### config.mk
export PLATFORM = sky130hd
export DESIGN_NAME = bpu_queue
export DESIGN_NICKNAME = d
export VERILOG_FILES = /design/src/rtl/core/bpu_pkg.sv /design/src/rtl/core/bpu_queue.sv
export SDC_FILE = /design/constraint.sdc
export NUM_CORES = 1
export LEC_CHECK = 0
export CORE_ASPECT_RATIO = 0.8
export CORE_MARGIN = 2
export CORE_UTILIZATION = 32
export CTS_CLUSTER_SIZE = 25
export DETAILED_ROUTE_END_ITERATION = 12
export DONT_BUFFER_PORTS = 1
export PLACE_DENSITY_LB_ADDON = 0.08
export SLEW_MARGIN = 10
export SYNTH_ARGS = -nofsm -noshare
export SYNTH_HDL_FRONTEND = slang
export SYNTH_SLANG_ARGS = --single-unit
### constraint.sdc
create_clock -name clk -period 2.6 [get_ports clk]
set_input_delay 0 -clock clk [delete_from_list [all_inputs] [get_ports clk]]
set_output_delay 0 -clock clk [all_outputs]
set_load 0.05 [all_outputs]
### src/rtl/core/bpu_pkg.sv
`default_nettype none

package bpu_pkg;

  localparam logic [1:0] MODE_PAL_WRITE = 2'd0;
  localparam logic [1:0] MODE_DATA      = 2'd1;
  localparam logic [1:0] MODE_START     = 2'd2;

  localparam logic [2:0] FMT_1BPP  = 3'd0;
  localparam logic [2:0] FMT_4BPP  = 3'd1;
  localparam logic [2:0] FMT_8BPP  = 3'd2;
  localparam logic [2:0] FMT_16BPP = 3'd3;
  localparam logic [2:0] FMT_24BPP = 3'd4;
  localparam logic [2:0] FMT_32BPP = 3'd5;

  localparam logic REG_PIXEL_FORMAT = 1'b0;
  localparam logic REG_IMAGE_WIDTH  = 1'b1;

  localparam logic [2:0] PIXEL_FORMAT_RESET = FMT_32BPP;
  localparam logic [12:0] IMAGE_WIDTH_RESET = 13'd1;

  localparam logic [1:0] KIND_PAL_WRITE = 2'd0;
  localparam logic [1:0] KIND_PAL_PIX   = 2'd1;
  localparam logic [1:0] KIND_DIRECT    = 2'd2;

  localparam int QUEUE_DEPTH = 4;
  localparam int QUEUE_AW    = $clog2(QUEUE_DEPTH);

  typedef struct packed {
    logic [2:0]  pixel_format;
    logic [12:0] image_width;
  } cfg_t;

  typedef struct packed {
    logic [1:0]  kind;
    logic [1:0]  fmt;
    logic [3:0]  count;
    logic        row_end;
    logic        alpha;
    logic [7:0]  addr;
    logic [31:0] data;
  } entry_t;

endpackage

`default_nettype wire

### src/rtl/core/bpu_queue.sv
`default_nettype none

module bpu_queue (
  input  wire logic             clk,
  input  wire logic             rst,
  input  wire logic             push,
  input  wire bpu_pkg::entry_t  push_entry,
  output logic                  full,
  input  wire logic             pop,
  output logic                  head_valid,
  output bpu_pkg::entry_t       head
);

  bpu_pkg::entry_t slots [bpu_pkg::QUEUE_DEPTH];

  logic [bpu_pkg::QUEUE_AW-1:0] wr_ptr;
  logic [bpu_pkg::QUEUE_AW-1:0] rd_ptr;
  logic [bpu_pkg::QUEUE_AW:0]   count;
  logic                         do_pop;

  assign full       = count == (bpu_pkg::QUEUE_AW + 1)'(bpu_pkg::QUEUE_DEPTH);
  assign head_valid = count != '0;
  assign head       = slots[rd_ptr];
  assign do_pop     = pop && head_valid;

  always_ff @(posedge clk) begin
    if (push) begin
      slots[wr_ptr] <= push_entry;
    end
  end

  always_ff @(posedge clk) begin
    if (rst) begin
      wr_ptr <= '0;
      rd_ptr <= '0;
      count  <= '0;
    end else begin
      if (push) begin
        wr_ptr <= (wr_ptr == bpu_pkg::QUEUE_AW'(bpu_pkg::QUEUE_DEPTH - 1)) ? '0
                  : wr_ptr + bpu_pkg::QUEUE_AW'(1);
      end
      if (do_pop) begin
        rd_ptr <= (rd_ptr == bpu_pkg::QUEUE_AW'(bpu_pkg::QUEUE_DEPTH - 1)) ? '0
                  : rd_ptr + bpu_pkg::QUEUE_AW'(1);
      end
      if (push && !do_pop) begin
        count <= count + (bpu_pkg::QUEUE_AW + 1)'(1);
      end else if (!push && do_pop) begin
        count <= count - (bpu_pkg::QUEUE_AW + 1)'(1);
      end
    end
  end

endmodule

`default_nettype wire

==> impl_metrics.ini <==
[sta]
min_period_over_period_pct = 85.1
drv_slew = 0
finClkSkew_ps = 15.1
max_slew_margin_pct = 41.7
worstMarginPinSlew_ps = 871
grt_setup_unrepaired = no
whs_ps = 41.5
hold_violations = 0
finalSetupTns_ps = 0
fin_crit_ps = 2210
setup_viol = 0
fmaxAchievable_mhz = 452

[route]
drt_wl_total_mm = 14.8
drc = 0
viasPerCell = 4.68
first_pass_iters = 4
wl_per_cell_um = 20.8
detail-route-antenna-nets = 0
num_vias = 3326
drt_iter0_drc = 221

[synth]
syn_area_um2 = 7730
synth_cell_types = 20
synth_seq_cells = 209
yosys_warnings = 0
syn_nets = 367
yosysSeqAreaShare_pct = 80.0
syn_area_per_cell_um2 = 25.3
syn_inst = 306

[min_path]
holdPathStages = 1
min_path_type = primary input to flop

[global_routing]
grt_max_degree = 51
grt_pass1_vias = 3672
antenna_found_initial = 1
grt.total_usage_pct = 11.8
overflow = 0
grt_pass1_wl_mm = 22.1

[die]
die_h_um = 143
io_pins = 106
rows = 50
die_width_um = 178
dieArea_um2 = 25400
core_um2 = 23600
start_util_pct = 32.8

[place]
io_buffers = 0
post-dp-hpwl_mm = 8.24
placed_cells = 615
routabilityCongestion = 0.667

[clock_network]
cts_setup_buffers = 0
numClockSinks = 209
h-tree-depth = 1
cts_tree = done
cts_made_buffers = 23
ctsHoldBuffers = 54
cts_resized = 0
root_buffer = clkbuf_16
clock_latency_ps = 500
clkTransAtPathRegs_ps = 60
cts_buffer_depth = 3

[power]
power.leakage_nw = 2.97
power_density_nw_per_um2 = 981
ir_worst_vdd_uv = 521
power_w = 0.00923

[cells_and_area]
num_antenna_cells = 0
final_common_cell = edfxtp_1
nNetsFinal = 443
syn_to_final_growth_pct = 21.7
utilization_pct = 39.9
nFillCells = 2095
final_cell_mix = 200 x edfxtp_1, 54 x dlygate4sd3_1, 50 x mux4_2
layout.cells.non_filler = 710
final_layout_size_suffix_gt1_share_pct = 24.9

[outcome]
status = finished, final reports clean

[worst_setup_path]
crit_path_max_fanout = 5
crit_start = count[1]
rr_worst_depth = 5
path_class = flop to flop
r2r-start = count[1]
r2r-end = count[2]
critPathCapture = count[2]
required_ps = 3040
crit_path_start_kind = flop
critPathCaptureType = flop
arrival_ps = 2650
r2r_setup_slack_ps = 390

[flow_run]
cap_violations = 0
-- worst max-delay path, cell delays in order, from the launching register on --
cell and delay [ps]:
dfxtp_1 380, o31ai_4 340, ha_1 280, dlygate4sd3_1 630
or3_1 390, a21oi_1 140
-- metal layers --
| layer | part of all wire [%] | track usage (%) | vias to the layer above |
|---|---|---|---|
| li1 | - | - | 1452 |
| met2 | 46 | 18.6 | 98 |
| met3 | 7.8 | 4.21 | 30 |
| met1 | 43 | 15.2 | 1744 |
| met5 | 0.088 | 0 | - |
| met4 | 2.7 | 3.62 | 2 |
-- final cells by class --
class	count	area, um2	area share (%)
tap	312	390	4.15
timing repair buffer	63	696	7.39
clock inverter	8	65.1	0.691
multi-input combinational	82	1400	14.9
inverter	3	11.3	0.120
clock buffer	33	653	6.94
sequential	209	6190	65.8
-- cells by family after synthesis --
group | after synthesis | share of synthesized area [%]
AO/OA/AOI/OAI | 4 | 0.469
XOR/XNOR | 2 | 0.227
adder cells (fa/ha/maj) | 7 | 1.23
buffers and inverters | 15 | 1.96
flip-flops | 209 | 80.0
multiplexers | 54 | 15.1
AND/OR/NAND/NOR | 15 | 1.00
-- worst min-delay path by stage --
stage               start            to  slack (ps)
finish               push  slots[0][49]          40
global route         push  slots[0][49]          40
CTS                  push  slots[0][49]          30
detailed placement    rst      count[2]          70
global placement      rst      count[2]          70
floorplan             rst      count[2]          70
-- per-stage QoR --
| step | instance area (um2) | setup WS [ps] |
|---|---|---|
| 2_1_floorplan | 7730 | 446 |
| 3_3_place_gp | 8150 | 595 |
| 3_5_place_dp | 8150 | 536 |
| 4_1_cts | 9410 | 395 |
| 5_1_grt | 9410 | 267 |
| 6_report | 9410 | 388 |
-- power breakdown --
| part | leakage, nW | switching [W] | internal [W] |
|---|---|---|---|
| Sequential | 1.91 | 0.0000720 | 0.00388 |
| Clock | 0.354 | 0.00122 | 0.00184 |
| Combinational | 0.704 | 0.00158 | 0.000641 |
-- flip-flops by register name (all words and copies together), names as in the netlist, named ones only --
register and flops:
slots 200, count 3, rd_ptr 2, wr_ptr 2
-- synthesized netlist by cell type --
library cell  instances  area share (%)
a21oi_1               2            0.13
ha_1                  6            0.97
or3_1                 3            0.24
mux4_2               50              15
buf_12                5             1.3
dfxtp_1               9             2.3
o21ai_0               1           0.065
buf_1                 1           0.049
o31ai_4               1            0.28
nor3b_1               1           0.097
buf_2                 5            0.32
buf_6                 1            0.15
inv_1                 3            0.15
nor2_1                6            0.29
xor2_1                2            0.23
nand2_1               1           0.049
and2_1                4            0.32
edfxtp_1            200              78
fa_1                  1            0.26
mux2i_1               4            0.52
(Power assumes the default switching activity.)
