### config.mk
export PLATFORM = sky130hd
export DESIGN_NAME = bpu_front_flat
export DESIGN_NICKNAME = d
export VERILOG_FILES = /design/src/rtl/core/bpu_pkg.sv /design/src/rtl/core/bpu_in_if.sv /design/src/rtl/core/bpu_front.sv /design/src/flat_wrapper.sv
export SDC_FILE = /design/constraint.sdc
export NUM_CORES = 1
export LEC_CHECK = 0
export BUFFER_PORTS_ARGS = -buffer_cell sky130_fd_sc_hd__buf_4
export CORE_MARGIN = 3
export CORE_UTILIZATION = 25
export CTS_BUF_LIST = sky130_fd_sc_hd__clkbuf_2 sky130_fd_sc_hd__clkbuf_4 sky130_fd_sc_hd__clkbuf_8
export CTS_CLUSTER_DIAMETER = 120
export DETAILED_ROUTE_END_ITERATION = 8
export PLACE_DENSITY = 0.4
export SETUP_SLACK_MARGIN = 0.2
export SLEW_MARGIN = 20
export SYNTH_ARGS = -nofsm -noshare
export SYNTH_HDL_FRONTEND = slang
export SYNTH_SLANG_ARGS = --single-unit
### constraint.sdc
create_clock -name clk -period 13.1 [get_ports clk]
set_clock_uncertainty 0.15 [all_clocks]
set_input_delay 2.62 -clock clk [delete_from_list [all_inputs] [get_ports clk]]
set_output_delay 2.62 -clock clk [all_outputs]
set_load 0.1 [all_outputs]
### src/rtl/core/bpu_pkg.sv
`default_nettype none

package bpu_pkg;

  localparam logic [1:0] MODE_PAL_WRITE = 2'd0;
  localparam logic [1:0] MODE_DATA      = 2'd1;
  localparam logic [1:0] MODE_START     = 2'd2;

  localparam logic [2:0] FMT_1BPP  = 3'd0;
  localparam logic [2:0] FMT_4BPP  = 3'd1;
  localparam logic [2:0] FMT_8BPP  = 3'd2;
  localparam logic [2:0] FMT_16BPP = 3'd3;
  localparam logic [2:0] FMT_24BPP = 3'd4;
  localparam logic [2:0] FMT_32BPP = 3'd5;

  localparam logic REG_PIXEL_FORMAT = 1'b0;
  localparam logic REG_IMAGE_WIDTH  = 1'b1;

  localparam logic [2:0] PIXEL_FORMAT_RESET = FMT_32BPP;
  localparam logic [12:0] IMAGE_WIDTH_RESET = 13'd1;

  localparam logic [1:0] KIND_PAL_WRITE = 2'd0;
  localparam logic [1:0] KIND_PAL_PIX   = 2'd1;
  localparam logic [1:0] KIND_DIRECT    = 2'd2;

  localparam int QUEUE_DEPTH = 4;
  localparam int QUEUE_AW    = $clog2(QUEUE_DEPTH);

  typedef struct packed {
    logic [2:0]  pixel_format;
    logic [12:0] image_width;
  } cfg_t;

  typedef struct packed {
    logic [1:0]  kind;
    logic [1:0]  fmt;
    logic [3:0]  count;
    logic        row_end;
    logic        alpha;
    logic [7:0]  addr;
    logic [31:0] data;
  } entry_t;

endpackage

`default_nettype wire

### src/rtl/core/bpu_in_if.sv
`default_nettype none

interface bpu_in_if;
  logic        valid;
  logic        ready;
  logic [1:0]  mode;
  logic [7:0]  palette_index;
  logic [31:0] palette_word;
  logic [7:0]  data_byte;

  modport source (output valid, mode, palette_index, palette_word, data_byte, input ready);
  modport sink (input valid, mode, palette_index, palette_word, data_byte, output ready);
endinterface

`default_nettype wire

### src/rtl/core/bpu_front.sv
`default_nettype none

module bpu_front #(
  parameter int MAX_WIDTH = 4096
) (
  input  wire logic            clk,
  input  wire logic            rst,
  input  wire bpu_pkg::cfg_t   cfg,
  bpu_in_if.sink               item_in,
  input  wire logic            queue_full,
  output logic                 push,
  output bpu_pkg::entry_t      push_entry
);

  localparam int PCW = $clog2(MAX_WIDTH + 1);
  localparam int RBW = $clog2(4 * MAX_WIDTH + 1);

  logic [RBW-1:0] row_byte_count, row_byte_count_next;
  logic [PCW-1:0] row_pixel_count, row_pixel_count_next;
  logic [1:0]     pixel_byte_count, pixel_byte_count_next;
  logic [23:0]    partial_pixel, partial_pixel_next;
  logic           alpha_flag, alpha_flag_next;

  logic [2:0]     fmt;
  logic [31:0]    w_ext;
  logic [PCW-1:0] width;
  logic [RBW-1:0] wr;
  logic [RBW-1:0] data_bytes;
  logic [RBW-1:0] padded;
  logic [RBW-1:0] rbc_inc;
  logic [PCW-1:0] avail;
  logic [3:0]     per;
  logic [3:0]     n;
  logic [1:0]     last_byte;
  logic [31:0]    value;
  logic [15:0]    w16;
  logic           accept;

  assign item_in.ready = !queue_full;
  assign accept = item_in.valid && !queue_full;

  always_comb begin
    fmt = (cfg.pixel_format > bpu_pkg::FMT_32BPP) ? bpu_pkg::FMT_32BPP : cfg.pixel_format;
    w_ext = 32'(cfg.image_width);
    if (w_ext == 32'd0) begin
      width = PCW'(1);
    end else if (w_ext > 32'(MAX_WIDTH)) begin
      width = PCW'(MAX_WIDTH);
    end else begin
      width = PCW'(w_ext);
    end
    wr = RBW'(width);
    unique case (fmt)
      bpu_pkg::FMT_1BPP:  data_bytes = (wr + RBW'(7)) >> 3;
      bpu_pkg::FMT_4BPP:  data_bytes = (wr + RBW'(1)) >> 1;
      bpu_pkg::FMT_8BPP:  data_bytes = wr;
      bpu_pkg::FMT_16BPP: data_bytes = wr << 1;
      bpu_pkg::FMT_24BPP: data_bytes = (wr << 1) + wr;
      default:            data_bytes = wr << 2;
    endcase
    padded = (data_bytes + RBW'(3)) & ~RBW'(3);
    rbc_inc = row_byte_count + RBW'(1);
    avail = (row_pixel_count < width) ? (width - row_pixel_count) : '0;
    unique case (fmt)
      bpu_pkg::FMT_1BPP: per = 4'd8;
      bpu_pkg::FMT_4BPP: per = 4'd2;
      default:           per = 4'd1;
    endcase
    n = (avail < PCW'(per)) ? avail[3:0] : per;
    unique case (fmt)
      bpu_pkg::FMT_16BPP: last_byte = 2'd1;
      bpu_pkg::FMT_24BPP: last_byte = 2'd2;
      default:            last_byte = 2'd3;
    endcase
    w16 = {item_in.data_byte, partial_pixel[7:0]};
    unique case (fmt)
      bpu_pkg::FMT_16BPP: value = {8'h00, w16[14:10], 3'b000, w16[9:5], 3'b000,
                                   w16[4:0], 3'b000};
      bpu_pkg::FMT_24BPP: value = {8'h00, item_in.data_byte, partial_pixel[15:0]};
      default:            value = {item_in.data_byte, partial_pixel};
    endcase
  end

  always_comb begin
    row_byte_count_next   = row_byte_count;
    row_pixel_count_next  = row_pixel_count;
    pixel_byte_count_next = pixel_byte_count;
    partial_pixel_next    = partial_pixel;
    alpha_flag_next       = alpha_flag;
    push                  = 1'b0;
    push_entry.kind       = bpu_pkg::KIND_PAL_WRITE;
    push_entry.fmt        = fmt[1:0];
    push_entry.count      = 4'd1;
    push_entry.row_end    = 1'b0;
    push_entry.alpha      = alpha_flag;
    push_entry.addr       = item_in.palette_index;
    push_entry.data       = item_in.palette_word;
    if (accept) begin
      unique case (item_in.mode)
        bpu_pkg::MODE_PAL_WRITE: begin
          push = 1'b1;
        end
        bpu_pkg::MODE_START: begin
          row_byte_count_next   = '0;
          row_pixel_count_next  = '0;
          pixel_byte_count_next = '0;
          partial_pixel_next    = '0;
          alpha_flag_next       = 1'b0;
        end
        bpu_pkg::MODE_DATA: begin
          if (row_byte_count < data_bytes) begin
            if (fmt < bpu_pkg::FMT_16BPP) begin
              if (n != 4'd0) begin
                push               = 1'b1;
                push_entry.kind    = bpu_pkg::KIND_PAL_PIX;
                push_entry.count   = n;
                push_entry.row_end = (row_pixel_count + PCW'(n)) == width;
                push_entry.data    = {24'h000000, item_in.data_byte};
                row_pixel_count_next = row_pixel_count + PCW'(n);
              end
            end else if (pixel_byte_count >= last_byte) begin
              if (fmt == bpu_pkg::FMT_32BPP && item_in.data_byte != 8'h00) begin
                alpha_flag_next = 1'b1;
              end
              if (row_pixel_count < width) begin
                push                 = 1'b1;
                push_entry.kind      = bpu_pkg::KIND_DIRECT;
                push_entry.row_end   = row_pixel_count == (width - PCW'(1));
                push_entry.alpha     = alpha_flag_next;
                push_entry.data      = value;
                row_pixel_count_next = row_pixel_count + PCW'(1);
              end
              pixel_byte_count_next = '0;
              partial_pixel_next    = '0;
            end else begin
              partial_pixel_next = partial_pixel |
                                   (24'(item_in.data_byte) << {pixel_byte_count, 3'b000});
              pixel_byte_count_next = pixel_byte_count + 2'd1;
            end
          end
          row_byte_count_next = rbc_inc;
          if (rbc_inc >= padded) begin
            row_byte_count_next   = '0;
            row_pixel_count_next  = '0;
            pixel_byte_count_next = '0;
            partial_pixel_next    = '0;
          end
        end
        default: begin
        end
      endcase
    end
  end

  always_ff @(posedge clk) begin
    if (rst) begin
      row_byte_count   <= '0;
      row_pixel_count  <= '0;
      pixel_byte_count <= '0;
      partial_pixel    <= '0;
      alpha_flag       <= 1'b0;
    end else begin
      row_byte_count   <= row_byte_count_next;
      row_pixel_count  <= row_pixel_count_next;
      pixel_byte_count <= pixel_byte_count_next;
      partial_pixel    <= partial_pixel_next;
      alpha_flag       <= alpha_flag_next;
    end
  end

endmodule

`default_nettype wire

### src/flat_wrapper.sv
// flat-port wrapper written by rule: the top's interface ports become plain ports
module bpu_front_flat 
#(
  parameter int MAX_WIDTH = 4096
)
  (clk, rst, cfg, queue_full, push, push_entry, item_in_valid, item_in_mode, item_in_palette_index, item_in_palette_word, item_in_data_byte, item_in_ready);
  bpu_in_if item_in_i ();
  input  wire logic clk;
  input  wire logic rst;
  input  wire bpu_pkg::cfg_t cfg;
  input  wire logic queue_full;
  output logic push;
  output bpu_pkg::entry_t push_entry;
  input wire logic [$bits(item_in_i.valid)-1:0] item_in_valid;
  input wire logic [$bits(item_in_i.mode)-1:0] item_in_mode;
  input wire logic [$bits(item_in_i.palette_index)-1:0] item_in_palette_index;
  input wire logic [$bits(item_in_i.palette_word)-1:0] item_in_palette_word;
  input wire logic [$bits(item_in_i.data_byte)-1:0] item_in_data_byte;
  output wire logic [$bits(item_in_i.ready)-1:0] item_in_ready;
  assign item_in_i.valid = item_in_valid;
  assign item_in_i.mode = item_in_mode;
  assign item_in_i.palette_index = item_in_palette_index;
  assign item_in_i.palette_word = item_in_palette_word;
  assign item_in_i.data_byte = item_in_data_byte;
  assign item_in_ready = item_in_i.ready;
  bpu_front #(.MAX_WIDTH(MAX_WIDTH)) u_core (.clk(clk), .rst(rst), .cfg(cfg), .item_in(item_in_i), .queue_full(queue_full), .push(push), .push_entry(push_entry));
endmodule
==> results.md <==
* Final period util at between 90% and 100%
* Mapped Nets at 1,290
* Top Ports at 122
* P_leak at 3.83 nW
* Post-synth top area share at 13.2%
* Post-Place Worst Slack at a little under 600 ps
* Buffers on Ports at about 110
* WHS Endpoint: u_core.row_pixel_count[6]$_SDFFE_PP0P_
* Register Area at 0.00110 mm2
* Drt pass-1 iters at 5
* Setup crit start kind: input port
* DRC at 0
* Die area at around 0.036 mm2
* Top-count cell post-synth: nand2_1
* CP Max Fanout at 12
* Relative slew slack at 32.5%
* Synth cell types at 94
* Worst setup margin at 892 ps
* Wire per inst at 20.8 um
* Worst vdd ir at between 0.00003 and 0.00004 V
* Mapped cell area at 0.00835 mm2
* RSZ-0062 raised after global routing: false
* Synth area leader: dfxtp_1
* Row Count at 66
* Initial antenna violation count at 1
* Synth Instances at about 1,100
* Critical setup path kind: input port to primary output
* Longest Clk Path Bufs at 2
* Largest incremental delay on the critical path at ~420 ps
* Post-route ant nets at 0
* Footprint of the multi-input gates at 0.00667 mm2
* Fill count at 3,656
* Die outline width at 189 um
* Die Y-Extent at around 190 um
* DRT iter0 DRCs at between 500 and 600
* Layout area overhead at 15.3%
* H-tree depth at 2
* Vias at 8,767
* Vias in the first global route at 8,618
* Power Total at 577 uW
* Post-DP HPWL at 27,000 um
* Endpoints failing setup at 0
* Syn Area/Cell at 7.36 um2
* Critical path endpoint category: primary output
* Clk_lat worst skew at 350 ps
* Clock sink count at between 50 and 60
* Initial core utilization at 25.5%
* Largest net degree at the start of global routing at 39
* Worst-Margin Slew at 1010 ps
* EDFF count, synth at 0
* Power Density at 59.9 mW/mm2
* Reg2reg end: u_core.row_pixel_count[5]$_SDFFE_PP0P_
* Ys async rst share at 0%
* Register area share after synthesis at about an eighth
* Crit path DAT at 9440 ps
* TritonCTS clock tree: built
* Layout Utilization at 29.4%
* Max Fclk at 0.0819 GHz
* Main area contributors after synthesis: dfxtp_1 13%, ha_1 13%, xnor2_1 7.0%
* DR vias/cell at 5.35
* Slowest cell on crit path: mux2_2
* Final WL at 34,200 um
* Hold WS at 335 ps
* Prevailing post-synth register cell: dfxtp_1
* Fin. max-slew vios at 0
* R2r setup slk at 6480 ps
* Launch point of the worst reg-to-reg path: u_core.row_pixel_count[8]$_SDFFE_PP0P_
* Clk pin slew, worst setup/hold paths at 100 ps
* Proportion of layout cells with a drive suffix above 1 at 15.9%
* Gp weighted congestion at roughly 0.92
* First-pass GRT wire length at 52,200 um
* Gr usage total at 18.6%
* Core footprint at 0.0327 mm2
* Total of max-cap violations at 0
* Synth Warn # at 0
* Worst path required time at 10,330 ps
* CTS root buf: clkbuf_8
* Min-Delay Path Class: flip-flop to flip-flop
* Min cycle time layout at 12,210 ps
* Final Hold Fails at 0
* Hold depth at 2
* Worst hold start: u_core.row_pixel_count[6]$_SDFFE_PP0P_
* Worst Reg-to-Reg Cells at 24
* Register bit total from synthesis at 55
* Gr ovfl total at 0
* Nets at 1,350
* Commonest cells post-synth: 121 x nand2_1, 84 x ha_1, 69 x a21oi_1
* CTS buffer count at 5
* Setup_tns at 0 ps
* Status: completed
-- power breakdown --
group / switching, mW / internal (mW)
clock network: 0.0655 / 0.0369
registers: 0.00125 / 0.168
logic: 0.203 / 0.102
-- layout by cell type (no fill, tap or decap), drive strengths merged, types with 9 or more instances in the layout --
cell and count:
o21ai 53, nor2b 40, dfxtp 55, xnor2 67, buf 127, and3 21
xor2 20, and2 9, nand3 39, nand3b 12, a32o 12, nor4 15
nand2b 15, a21oi 72, a31oi 38, o22ai 26, or3 12, o211ai 20
o21a 11, o31ai 10, nand2 121, inv 65, nand4 13, mux2i 16
nor2 58, nor3 19, o2111ai 9, a21o 14, ha 84
-- cells by family after synthesis --
| group | after synthesis | share of synthesized area, % |
|---|---|---|
| simple gates | 406 | 26.4 |
| compound gates | 337 | 28.0 |
| buf+inv | 141 | 7.31 |
| xor+xnor | 87 | 9.12 |
| fa+ha+maj | 85 | 12.8 |
| flops | 55 | 13.2 |
| mux | 24 | 3.13 |
-- state kept, by name (all words and copies together), names as in the netlist --
name and count:
u_core.alpha_flag 1, u_core.partial_pixel 24, u_core.pixel_byte_count 2, u_core.row_byte_count 15
u_core.row_pixel_count 13
-- layout make-up --
| type | instances | area share, % |
|---|---|---|
| Clock buffer | 5 | 0.715 |
| Tap cell | 442 | 5.74 |
| Inverter | 67 | 2.68 |
| Sequential cell | 55 | 11.4 |
| Multi-Input combinational cell | 939 | 69.3 |
| Antenna cell | 1 | 0.0260 |
| Clock inverter | 3 | 0.156 |
| Timing Repair Buffer | 127 | 9.94 |
-- what timing repair did --
action,4_1_cts,5_1_grt
hold buffers,0,0
setup endpoints to repair,0,1
gates resized for setup,0,7
buffers inserted,0,1
-- worst max-delay path: cells and delay by family --
family                     cells  cell delay [ps]
xor gates and xnor gates       1              160
and+or+nand+nor                8             1930
buffers and inverters          5              810
muxes                          1              420
adders and majority gates      3              730
AOI/OAI and AO/OA             12             2740
-- metal layers --
metal / routed length, um / global-route usage [%]
met2: 16400 / 31.7
met3: 1290 / 2.51
met1: 15800 / 24.8
met4: 732 / 4.55
met5: 0 / 0
-- how the worst max path moves through the flow --
| stage | startpoint | to | slack, ps |
|---|---|---|---|
| final | cfg[1] | push_entry[41] | 890 |
| after global routing | cfg[1] | push_entry[41] | 310 |
| after CTS | cfg[12] | push_entry[41] | 560 |
| after detailed placement | cfg[12] | push_entry[41] | 590 |
| after global placement | cfg[12] | push_entry[41] | 710 |
| after floorplan | cfg[12] | push_entry[41] | 690 |
-- metrics by stage --
| stage | cells | area [um2] |
|---|---|---|
| floorplan | 1135 | 8350 |
| global placement | 1629 | 9500 |
| detailed placement | 1629 | 9500 |
| CTS | 1637 | 9590 |
| global route | 1639 | 9630 |
| finish | 1639 | 9630 |
Power figures use the tool's default switching activity.
